[src/ipt_pkg.sv]
// ----------------------------------------------------------------------------
// ipt_pkg
// Shared types, field widths and command/status bundles for the inverted page
// table translation unit.
// ----------------------------------------------------------------------------
package ipt_pkg;

    // Table geometry and address split
    localparam int DEF_ENTRIES = 1024;
    localparam int PAGE_BYTES  = 4096;
    localparam int PAGE_SHIFT  = $clog2(PAGE_BYTES);
    localparam int PID_BITS    = 16;
    localparam int VADDR_BITS  = 31;

    // Field widths of the request and response payloads
    localparam int PID_FIELD_W   = 16;
    localparam int VADDR_FIELD_W = 31;
    localparam int PAGE_W        = 19;
    localparam int FRAME_W       = 10;
    localparam int PHYS_W        = 22;

    // Widths actually used after masking
    localparam int PID_W  = (PID_BITS < PID_FIELD_W) ? PID_BITS : PID_FIELD_W;
    localparam int VA_W   = (VADDR_BITS < VADDR_FIELD_W) ? VADDR_BITS : VADDR_FIELD_W;
    localparam int VPN_W  = VA_W - PAGE_SHIFT;
    localparam int CMP_W  = (VPN_W > PAGE_W) ? VPN_W : PAGE_W;
    localparam int SUM_W  = FRAME_W + PAGE_SHIFT;

    typedef enum logic {
        REQ_LOOKUP = 1'b0,
        REQ_ADD    = 1'b1
    } t_req_kind;

    typedef enum logic [1:0] {
        ST_OK   = 2'd0,
        ST_MISS = 2'd1,
        ST_FULL = 2'd2
    } t_status;

    typedef struct packed {
        t_req_kind                  req_type;
        logic [PID_FIELD_W-1:0]     proc_id;
        logic [VADDR_FIELD_W-1:0]   virt_addr;
        logic [PAGE_W-1:0]          page_num;
        logic [FRAME_W-1:0]         frame_num;
    } t_req;

    typedef struct packed {
        t_status                    status;
        logic [PHYS_W-1:0]          phys_addr;
    } t_rsp;

    typedef struct packed {
        logic [PID_W-1:0]           pid;
        logic [PAGE_W-1:0]          page;
        logic [FRAME_W-1:0]         frame;
    } t_slot;

    // Controller to datapath
    typedef struct packed {
        logic load;     // capture the request, restart the scan
        logic add;      // append the held triple
        logic scan;     // step the lookup scan
        logic emit;     // move the result into the output register
    } t_cmd;

    // Datapath to controller
    typedef struct packed {
        logic hit;      // compared slot matches
        logic miss;     // no slot left to compare
        logic out_free; // output register can take a result this cycle
    } t_sts;

endpackage

[src/ipt_ctrl.sv]
// ----------------------------------------------------------------------------
// ipt_ctrl
// Request sequencer: accepts one request, runs the add or the lookup scan in
// the datapath, and hands the result to the output register.
// ----------------------------------------------------------------------------
module ipt_ctrl (
    input  logic           i_clk,
    input  logic           i_rst_n,
    input  logic           i_in_valid,
    output logic           o_in_stall,
    input  logic           i_is_add,
    input  ipt_pkg::t_sts  i_sts,
    output ipt_pkg::t_cmd  o_cmd
);
    import ipt_pkg::*;

    typedef enum logic [1:0] {
        S_IDLE,
        S_ADD,
        S_SCAN,
        S_EMIT
    } t_state;

    t_state r_state;
    t_state n_state;
    logic   w_accept;

    assign o_in_stall = (r_state != S_IDLE);
    assign w_accept   = i_in_valid && (r_state == S_IDLE);

    always_comb begin
        n_state = r_state;
        o_cmd   = '0;
        unique case (r_state)
            S_IDLE: begin
                if (w_accept) begin
                    o_cmd.load = 1'b1;
                    n_state    = i_is_add ? S_ADD : S_SCAN;
                end
            end
            S_ADD: begin
                o_cmd.add = 1'b1;
                n_state   = S_EMIT;
            end
            S_SCAN: begin
                o_cmd.scan = 1'b1;
                if (i_sts.hit || i_sts.miss) begin
                    n_state = S_EMIT;
                end
            end
            S_EMIT: begin
                // hold the result until the output register frees up
                if (i_sts.out_free) begin
                    o_cmd.emit = 1'b1;
                    n_state    = S_IDLE;
                end
            end
            default: n_state = S_IDLE;
        endcase
    end

    always_ff @(posedge i_clk) begin
        if (!i_rst_n) begin
            r_state <= S_IDLE;
        end else begin
            r_state <= n_state;
        end
    end

    a_accept_leaves_idle: assert property (@(posedge i_clk) disable iff (!i_rst_n)
        w_accept |=> (r_state == S_ADD || r_state == S_SCAN))
        else $error("accepted request did not start work");

    a_emit_only_when_free: assert property (@(posedge i_clk) disable iff (!i_rst_n)
        (r_state == S_EMIT && !i_sts.out_free) |=> (r_state == S_EMIT))
        else $error("result dropped while output register busy");

    a_add_one_cycle: assert property (@(posedge i_clk) disable iff (!i_rst_n)
        (r_state == S_ADD) |=> (r_state == S_EMIT))
        else $error("add did not finish in one cycle");

endmodule

[config.mk]
export PLATFORM = sky130hd
export DESIGN_NAME = ipt_ctrl
export DESIGN_NICKNAME = d
export VERILOG_FILES = /design/src/ipt_pkg.sv /design/src/ipt_ctrl.sv
export SDC_FILE = /design/constraint.sdc
export NUM_CORES = 1
export LEC_CHECK = 0
export BUFFER_PORTS_ARGS = -buffer_cell sky130_fd_sc_hd__buf_2
export CAP_MARGIN = 20
export CORE_AREA = 2 2 39 41
export CTS_BUF_LIST = sky130_fd_sc_hd__clkbuf_8
export CTS_CLUSTER_SIZE = 14
export DETAILED_ROUTE_END_ITERATION = 8
export DIE_AREA = 0 0 41 43
export HOLD_SLACK_MARGIN = 0.02
export PLACE_DENSITY = 0.37
export SLEW_MARGIN = 20
export SYNTH_ARGS = -nofsm -noshare
export SYNTH_HDL_FRONTEND = slang
export SYNTH_SLANG_ARGS = --single-unit
export TNS_END_PERCENT = 5
[constraint.sdc]
create_clock -name i_clk -period 3.18 [get_ports i_clk]
set_clock_uncertainty 0.1 [all_clocks]
set_input_delay 0.159 -clock i_clk [delete_from_list [all_inputs] [get_ports i_clk]]
set_output_delay 0.159 -clock i_clk [all_outputs]
set_load 0.01 [all_outputs]
==> implementation parameters, run 1 <==
Parameter                              Value

Run status
  Result of the run    completed

Timing
  Total Negative Setup Slacks    0 ps
  Final critical-path share of the clock period    between 40 and 50%
  Final count of pins violating max slew    0
  RSZ-0062 raised after global routing    no
  Count of final hold-check violations    0
  Clock period minus final worst setup slack    about 1400 ps
  Worst-margin pin slew    260.5 ps
  Relative slew margins    82.63%
  Finish-stage setup viols    0
  Max Clk Rate    695.2 MHz
  Worst Hold Margin    136.4 ps

Layout
  Top Registers    r_state x2
  Commonest non-fill, non-tap cell in the layout    buf_2
  Register name with the most flops    r_state
  Area grow syn2layout    52.84%
  Final-stage net count    53
  Proportion of layout cells with a drive suffix above 1    41.03%
  Antenna diode count    0
  Highest-count cells in the layout ignoring fill and taps    buf_2 (11), ha_1 (5), inv_1 (3), nor2b_1 (3), clkbuf_8 (3)
  Max FFs per register    2
  Filler cell count    roughly 150

Worst setup path
  Worst setup EP type    flip-flop
  Kind of start point of the critical path    flip-flop
  Stage delay of the slowest cell on the critical path    between 300 and 400 ps
  Reg2Reg Setup Slack    1740 ps
  Critical path data required time    3210 ps
  Cells along the critical path    inv_1, ha_1, a221oi_4, mux2i_1
  Arrival @ worst endpoint    1470 ps
  Crit Path Category    flip-flop to flip-flop
  Biggest fanout along the worst timing path    4
  Cell with the largest stage delay on the worst path    dfxtp_1

GRT
  Global-route wire length before repair    724 um
  Antenna violations before repair    0
  Pin count of the biggest net entering global routing    5
  Via count of the first global-routing pass    195
  GRT Residual Overflow    0
  Total GRT Usage    6.112%

Clock network
  CTS tree    built
  Count of cells resized by post-cts repair    0
  Clock latency of the later-clocked register in the worst-skew pair    210 ps
  Deepest clock path buffer count    2
  Clock edge transition at the registers on the reported setup and hold paths    roughly 30 ps
  Number of buffers created by CTS    3
  Root buffer cell    clkbuf_8
  Hold buffers post-CTS    0
  Total number of clock tree sinks    2
  Number of H-tree branching levels    1
  Number of post-CTS setup repair buffers    0

Synth
  Mapped Area    220.2 um^2
  Mean cell area of the mapped netlist    8.808 um^2
  Adder-cell share of the synthesized area    28.41%
  Share of cell area taken by muxes after synthesis    9.091%
  Area fraction in compound gates after synthesis    16.48%
  Flip-flop and latch count after synthesis    2
  Post-Synthesis Net Count    37
  Gate count after technology mapping    25
  Parity-gate share of the synthesized area counting xor and xnor cells    0%
  Simple-gate portion of the synthesized area    21.02%
  Ys Warns    0
  Number of library cell types mapped by synthesis    11
  Proportion of synthesized chip area in sequential cells    18.18%
  Largest family of logic cells by synthesized area    adder cells

Placement
  Hpwl dp    349.3 um
  Number of I/O port buffers    11
  Placer Congestion    around 0.60

Detailed routing
  Vias after detailed routing    203
  First-pass DRT Iterations    4
  Avg Vias per Cell    3.691
  Routed wirelength normalized by instance count    roughly 7.5 um
  Drt first-iter violations    4
  DRC violation count after routing    0
  Count of antenna-violating nets left after detailed routing    0
  DRT Wirelength    414 um

Power and ir drop
  IR drop worst, VDD    0.3423 mV
  Leakage power    0.1772 nW
  Power density cells    772.4 nW/um^2

Floorplanning
  Top-level port count    12
  Rows    14
  Total die area    1763 um^2
  Vertical extent of the die    ~43 um
  Width of the die    between 40 and 50 um
  Core region area    about 1400 um^2
  Initial core utilization    about 16%

Hold path
  Hold/Removal Path Class    primary input to flip-flop

Run
  Max_cap viols    0
-- worst max-delay path, delay by kind of cell (launching register included) --
family,cells,cell delay (ps)
compound gates,1,340
fa+ha+maj,1,250
buf+inv,1,100
flops,1,370
mux,1,200
-- synthesized netlist by cell type, drive strengths merged --
master	instances	share of area, %
ha	5	28
inv	4	6.8
nor2b	3	8.5
and2	2	5.7
dfxtp	2	18
mux2i	2	9.1
nand2	2	3.4
nor2	2	3.4
o21ai	2	4.5
a221oi	1	12
-- metrics by stage --
step	util (%)	instance area (um^2)	total power, mW	setup slack, ps	std cells
floorplan	-	220.2	0.1309	1830	25
global placement	21.34	295.3	0.1682	1729	52
detailed placement	21.34	295.3	0.1654	1728	52
CTS	24.32	336.6	0.2670	1718	55
global route	24.32	336.6	0.2872	1593	55
finish	24.32	336.6	0.2600	1742	55
-- metal layers --
| layer | share of wire (%) | vias to the layer above | GRT usage [%] |
|---|---|---|---|
| li1 | - | 108 | - |
| met1 | 46 | 84 | 7.348 |
| met2 | 40 | 11 | 8.125 |
| met3 | 14 | 0 | 4.712 |
| met4 | 0 | 0 | 2.000 |
| met5 | 0 | - | 0 |
-- path summary, 6_finish.rpt --
kind / startpoint / endpoint / cells past startpoint
hold / removal: i_rst_n / r_state[0]$_SDFFE_PN0P_ / 3
hold reg to reg: r_state[0]$_SDFFE_PN0P_ / r_state[0]$_SDFFE_PN0P_ / 2
setup / recovery: r_state[0]$_SDFFE_PN0P_ / r_state[1]$_SDFFE_PN0P_ / 4
setup reg to reg: r_state[0]$_SDFFE_PN0P_ / r_state[1]$_SDFFE_PN0P_ / 4
-- cell families (layout without fill, tap and decap cells) --
kind of cell,count (synthesis),in the layout
AOI/OAI and AO/OA,3,3
adders and majority gates,5,5
buffers and inverters,4,18
DFF,2,2
muxes,2,2
and+or+nand+nor,9,9
-- power breakdown --
group          switching, mW  leakage (nW)  total (mW)  internal [mW]
sequential           0.00899        0.0165      0.0429         0.0340
clock                 0.0173        0.0216      0.0971         0.0798
combinational         0.0614         0.139       0.120         0.0585
-- final cells by class --
type                            count  area (um^2)  area share, %
Multi-Input combinational cell     19        165.2          49.07
Timing Repair Buffer               11        55.05          16.36
Clock buffer                        3        41.29          12.27
Sequential cell                     2        40.04          11.90
Tap cell                           16        20.02          5.948
Inverter                            4        15.01          4.461
Power figures use the tool's default switching activity.
==> run 2, diff against run 1 <==
--- a/config.mk
+++ b/config.mk
@@ -5,6 +5,7 @@
 export SDC_FILE = /design/constraint.sdc
 export NUM_CORES = 1
 export LEC_CHECK = 0
+export ABC_AREA = 1
 export BUFFER_PORTS_ARGS = -buffer_cell sky130_fd_sc_hd__buf_2
 export CAP_MARGIN = 20
 export CORE_AREA = 2 2 39 41
==> constraint.sdc (replaced) <==
create_clock -name i_clk -period 1.4 [get_ports i_clk]
set_clock_uncertainty 0.1 [all_clocks]
set_input_delay 0.07 -clock i_clk [delete_from_list [all_inputs] [get_ports i_clk]]
set_output_delay 0.07 -clock i_clk [all_outputs]
set_load 0.01 [all_outputs]
==> run 2 against run 1 <==
  * Area after synthesis down 1.7%
  * Count of clock-buffer cells in the layout unchanged
  * Worst hold slack worse by 8.6 ps
  * Routed wire length up 5.1%
  * Critical path type is now flip-flop to primary output
  * Largest power group unchanged
==> implementation parameters, run 2 <==
Parameter                              Value

Run status
  Result of the run    completed

Layout
  Antenna diode count    0 (unchanged)
  Register name with the most flops    r_state
  Filler cell count    158 (+7.5%)
  Area grow syn2layout    58.38%
  Final-stage net count    63 (+19%)
  Top Registers    r_state x2
  Proportion of layout cells with a drive suffix above 1    34.69% (-6.3 points)
  Max FFs per register    2 (unchanged)
  Highest-count cells in the layout ignoring fill and taps    buf_2 (11), nand2_1 (10), inv_1 (8)
  Post-layout utilization of the core    24.77% (+0.45 points)
  Commonest non-fill, non-tap cell in the layout    buf_2

Timing
  Worst setup slack after layout    108.0 ps (-1634 ps)
  Total Negative Setup Slacks    0 ps (unchanged)
  Clock period minus final worst setup slack    ~1300 ps
  Max Clk Rate    774.0 MHz
  Worst-margin pin slew    181.8 ps (-78.73 ps)
  Count of final hold-check violations    0 (unchanged)
  Final critical-path share of the clock period    92.29%
  RSZ-0062 raised after global routing    no
  Finish-stage setup viols    0 (unchanged)
  Final count of pins violating max slew    0 (unchanged)
  Relative slew margins    87.75% (+5.1 points)

Synth
  Mapped Area    216.5 um^2 (-1.7%)
  Number of flops mapped to enable cells by yosys    0 (unchanged)
  Top-area cell type share of the netlist area    28.90% (+0.49 points)
  Gate count after technology mapping    34 (+36%)
  Ys async rst share    0% (unchanged)
  Ys Warns    0 (unchanged)
  Proportion of synthesized chip area in sequential cells    18.50% (+0.32 points)
  Flip-flop and latch count after synthesis    2 (unchanged)
  Number of library cell types mapped by synthesis    8 (-3)
  Most used flip-flop cell after synthesis    dfxtp_1
  Biggest area contributors in the synthesized netlist    ha_1 (29%), dfxtp_1 (18%), nand2_1 (17%)
  Most common cell in the netlist    nand2_1
  Synth top cells by count    nand2_1 (10), inv_1 (8), ha_1 (5), nor2_1 (5)
  Mean cell area of the mapped netlist    6.366 um^2 (-28%)
  Post-Synthesis Net Count    46 (+24%)
  Cell taking the most area after synthesis    ha_1

Clock network
  Clock edge transition at the registers on the reported setup and hold paths    30 ps (about the same)
  Deepest clock path buffer count    2 (unchanged)
  Total number of clock tree sinks    2 (unchanged)
  Number of H-tree branching levels    1 (unchanged)
  Root buffer cell    clkbuf_8
  Number of buffers created by CTS    3 (unchanged)
  Number of post-CTS setup repair buffers    0 (unchanged)
  Clock latency of the later-clocked register in the worst-skew pair    210 ps (about the same)
  CTS tree    built

Worst setup path
  Worst setup EP type    primary output
  Reg2Reg Setup Slack    110 ps (-1630 ps)
  Total buffers and inverters traversed by the critical path    3 (+2)
  Crit Path Category    flip-flop to primary output
  Kind of cell with the highest combined delay on the critical path    flip-flops
  Cell with the largest stage delay on the worst path    dfxtp_1
  Cells along the critical path    inv_1, ha_1, nand2_1, inv_1, buf_2
  Reg-to-reg startpoint    r_state[0]$_SDFFE_PN0P_
  CP most frequent cell    inv_1
  Critical path data required time    1230 ps (-1980 ps)
  Arrival @ worst endpoint    1120 ps (-350 ps)
  Worst-case reg-to-reg path depth    6 (+2)
  Kind of start point of the critical path    flip-flop
  Biggest fanout along the worst timing path    4 (unchanged)
  Timing startpoint of the critical path    r_state[0]$_SDFFE_PN0P_
  Stage delay of the slowest cell on the critical path    340 ps (-30 ps)
  Reg-to-reg endpoint    r_state[1]$_SDFFE_PN0P_

Run
  Max_cap viols    0 (unchanged)

Detailed routing
  DRC violation count after routing    0 (unchanged)
  DRT Wirelength    435 um (+5.1%)
  Vias after detailed routing    220 (+8.4%)
  Drt first-iter violations    3 (-1)
  Avg Vias per Cell    3.385 (-8.3%)
  First-pass DRT Iterations    2 (-2)
  Count of antenna-violating nets left after detailed routing    0 (unchanged)
  Routed wirelength normalized by instance count    6.692 um (-11%)

Floorplanning
  Total die area    1763 um^2 (unchanged)
  Width of the die    41 um (unchanged)
  Rows    14 (unchanged)
  Core region area    1384 um^2 (unchanged)
  Vertical extent of the die    43 um (unchanged)
  Initial core utilization    15.64% (-0.27 points)
  Top-level port count    12 (unchanged)

Hold path
  Origin of the worst min-delay path    i_is_add
  Hold/Removal Path Class    primary input to flip-flop
  Hold Path Cell Cnt    5 (+2)
  Worst hold endpoint    r_state[0]$_SDFFE_PN0P_

Power and ir drop
  IR drop worst, VDD    0.4475 mV (+31%)
  Leakage power    0.2221 nW (+25%)
  Power density cells    2187 nW/um^2 (+180%)

GRT
  GRT Residual Overflow    0 (unchanged)
  Pin count of the biggest net entering global routing    5 (unchanged)
  Via count of the first global-routing pass    186 (-4.6%)
  Total GRT Usage    6.112% (unchanged)
  Global-route wire length before repair    648 um (-10%)
  Antenna violations before repair    0 (unchanged)

Placement
  Number of I/O port buffers    11 (unchanged)
  Hpwl dp    360.1 um (+3.1%)
  Placer Congestion    0.6481 (+7.4%)
  Worst setup timing slack at the placement stage    112.5 ps (-1616 ps)
==> run 2: timing repair <==
item | in CTS | in global routing
resized for setup | 0 | 0
hold buffers | 1 | 0
endpoints found under the hold margin | 2 | 0
==> run 2: report_power, final <==
| group | internal [mW] | switching [mW] | total (mW) | leakage (nW) |
|---|---|---|---|---|
| Sequential | 0.0885 | 0.0224 | 0.111 | 0.0166 |
| Combinational | 0.169 | 0.247 | 0.416 | 0.184 |
| Clock | 0.181 | 0.0414 | 0.223 | 0.0216 |
| Total | 0.439 | 0.311 | 0.750 | 0.222 |
==> run 2: how the worst max path moves through the flow <==
stage / end / slack [ps] / cells after the start
final: o_cmd[3] / 110 / 5
after global routing: r_state[0]$_SDFFE_PN0P_ / 7 / 7
after CTS: o_cmd[3] / 80 / 5
after detailed placement: r_state[1]$_SDFFE_PN0P_ / 110 / 6
after global placement: r_state[0]$_SDFFE_PN0P_ / 120 / 7
after floorplan: r_state[1]$_SDFFE_PN0P_ / 220 / 6
==> run 2: layer usage <==
metal	track usage (%)	part of all wire, %	up-vias
met3	3.141	14	0
met4	6.000	0	0
met2	8.750	41	12
li1	-	-	127
met5	0	0	-
met1	5.751	46	81
==> run 2: through the flow <==
stage | instance area (um^2) | hold slack [ps] | power (mW) | instances
floorplan | 216.5 | 90.48 | 0.4169 | 34
global placement | 291.5 | 216.9 | 0.5374 | 61
detailed placement | 291.5 | 215.1 | 0.5314 | 61
CTS | 342.8 | 134.5 | 0.7663 | 65
global route | 342.8 | 156.0 | 0.8525 | 65
finish | 342.8 | 127.8 | 0.7498 | 65
==> run 2: cells by family after synthesis <==
kind of cell / count (synthesis) / share of synthesized area (%)
fa+ha+maj: 5 / 28.90
compound gates: 1 / 2.310
flops: 2 / 18.50
simple gates: 18 / 36.42
buf+inv: 8 / 13.87
==> run 2: worst min-delay path, cell delays in order <==
cell and delay (ps):
buf_2 90, nand2_1 40, nand2_1 60, nor2_1 40
nor2_1 100
==> run 2: layout make-up <==
type                       count  area [um^2]  share of cell area, %
clock buffer                   3        41.29                  12.04
inverter                       8        30.03                  8.759
multi-input combinational     24        146.4                  42.70
sequential                     2        40.04                  11.68
tap                           16        20.02                  5.839
timing repair buffer          12        65.06                  18.98
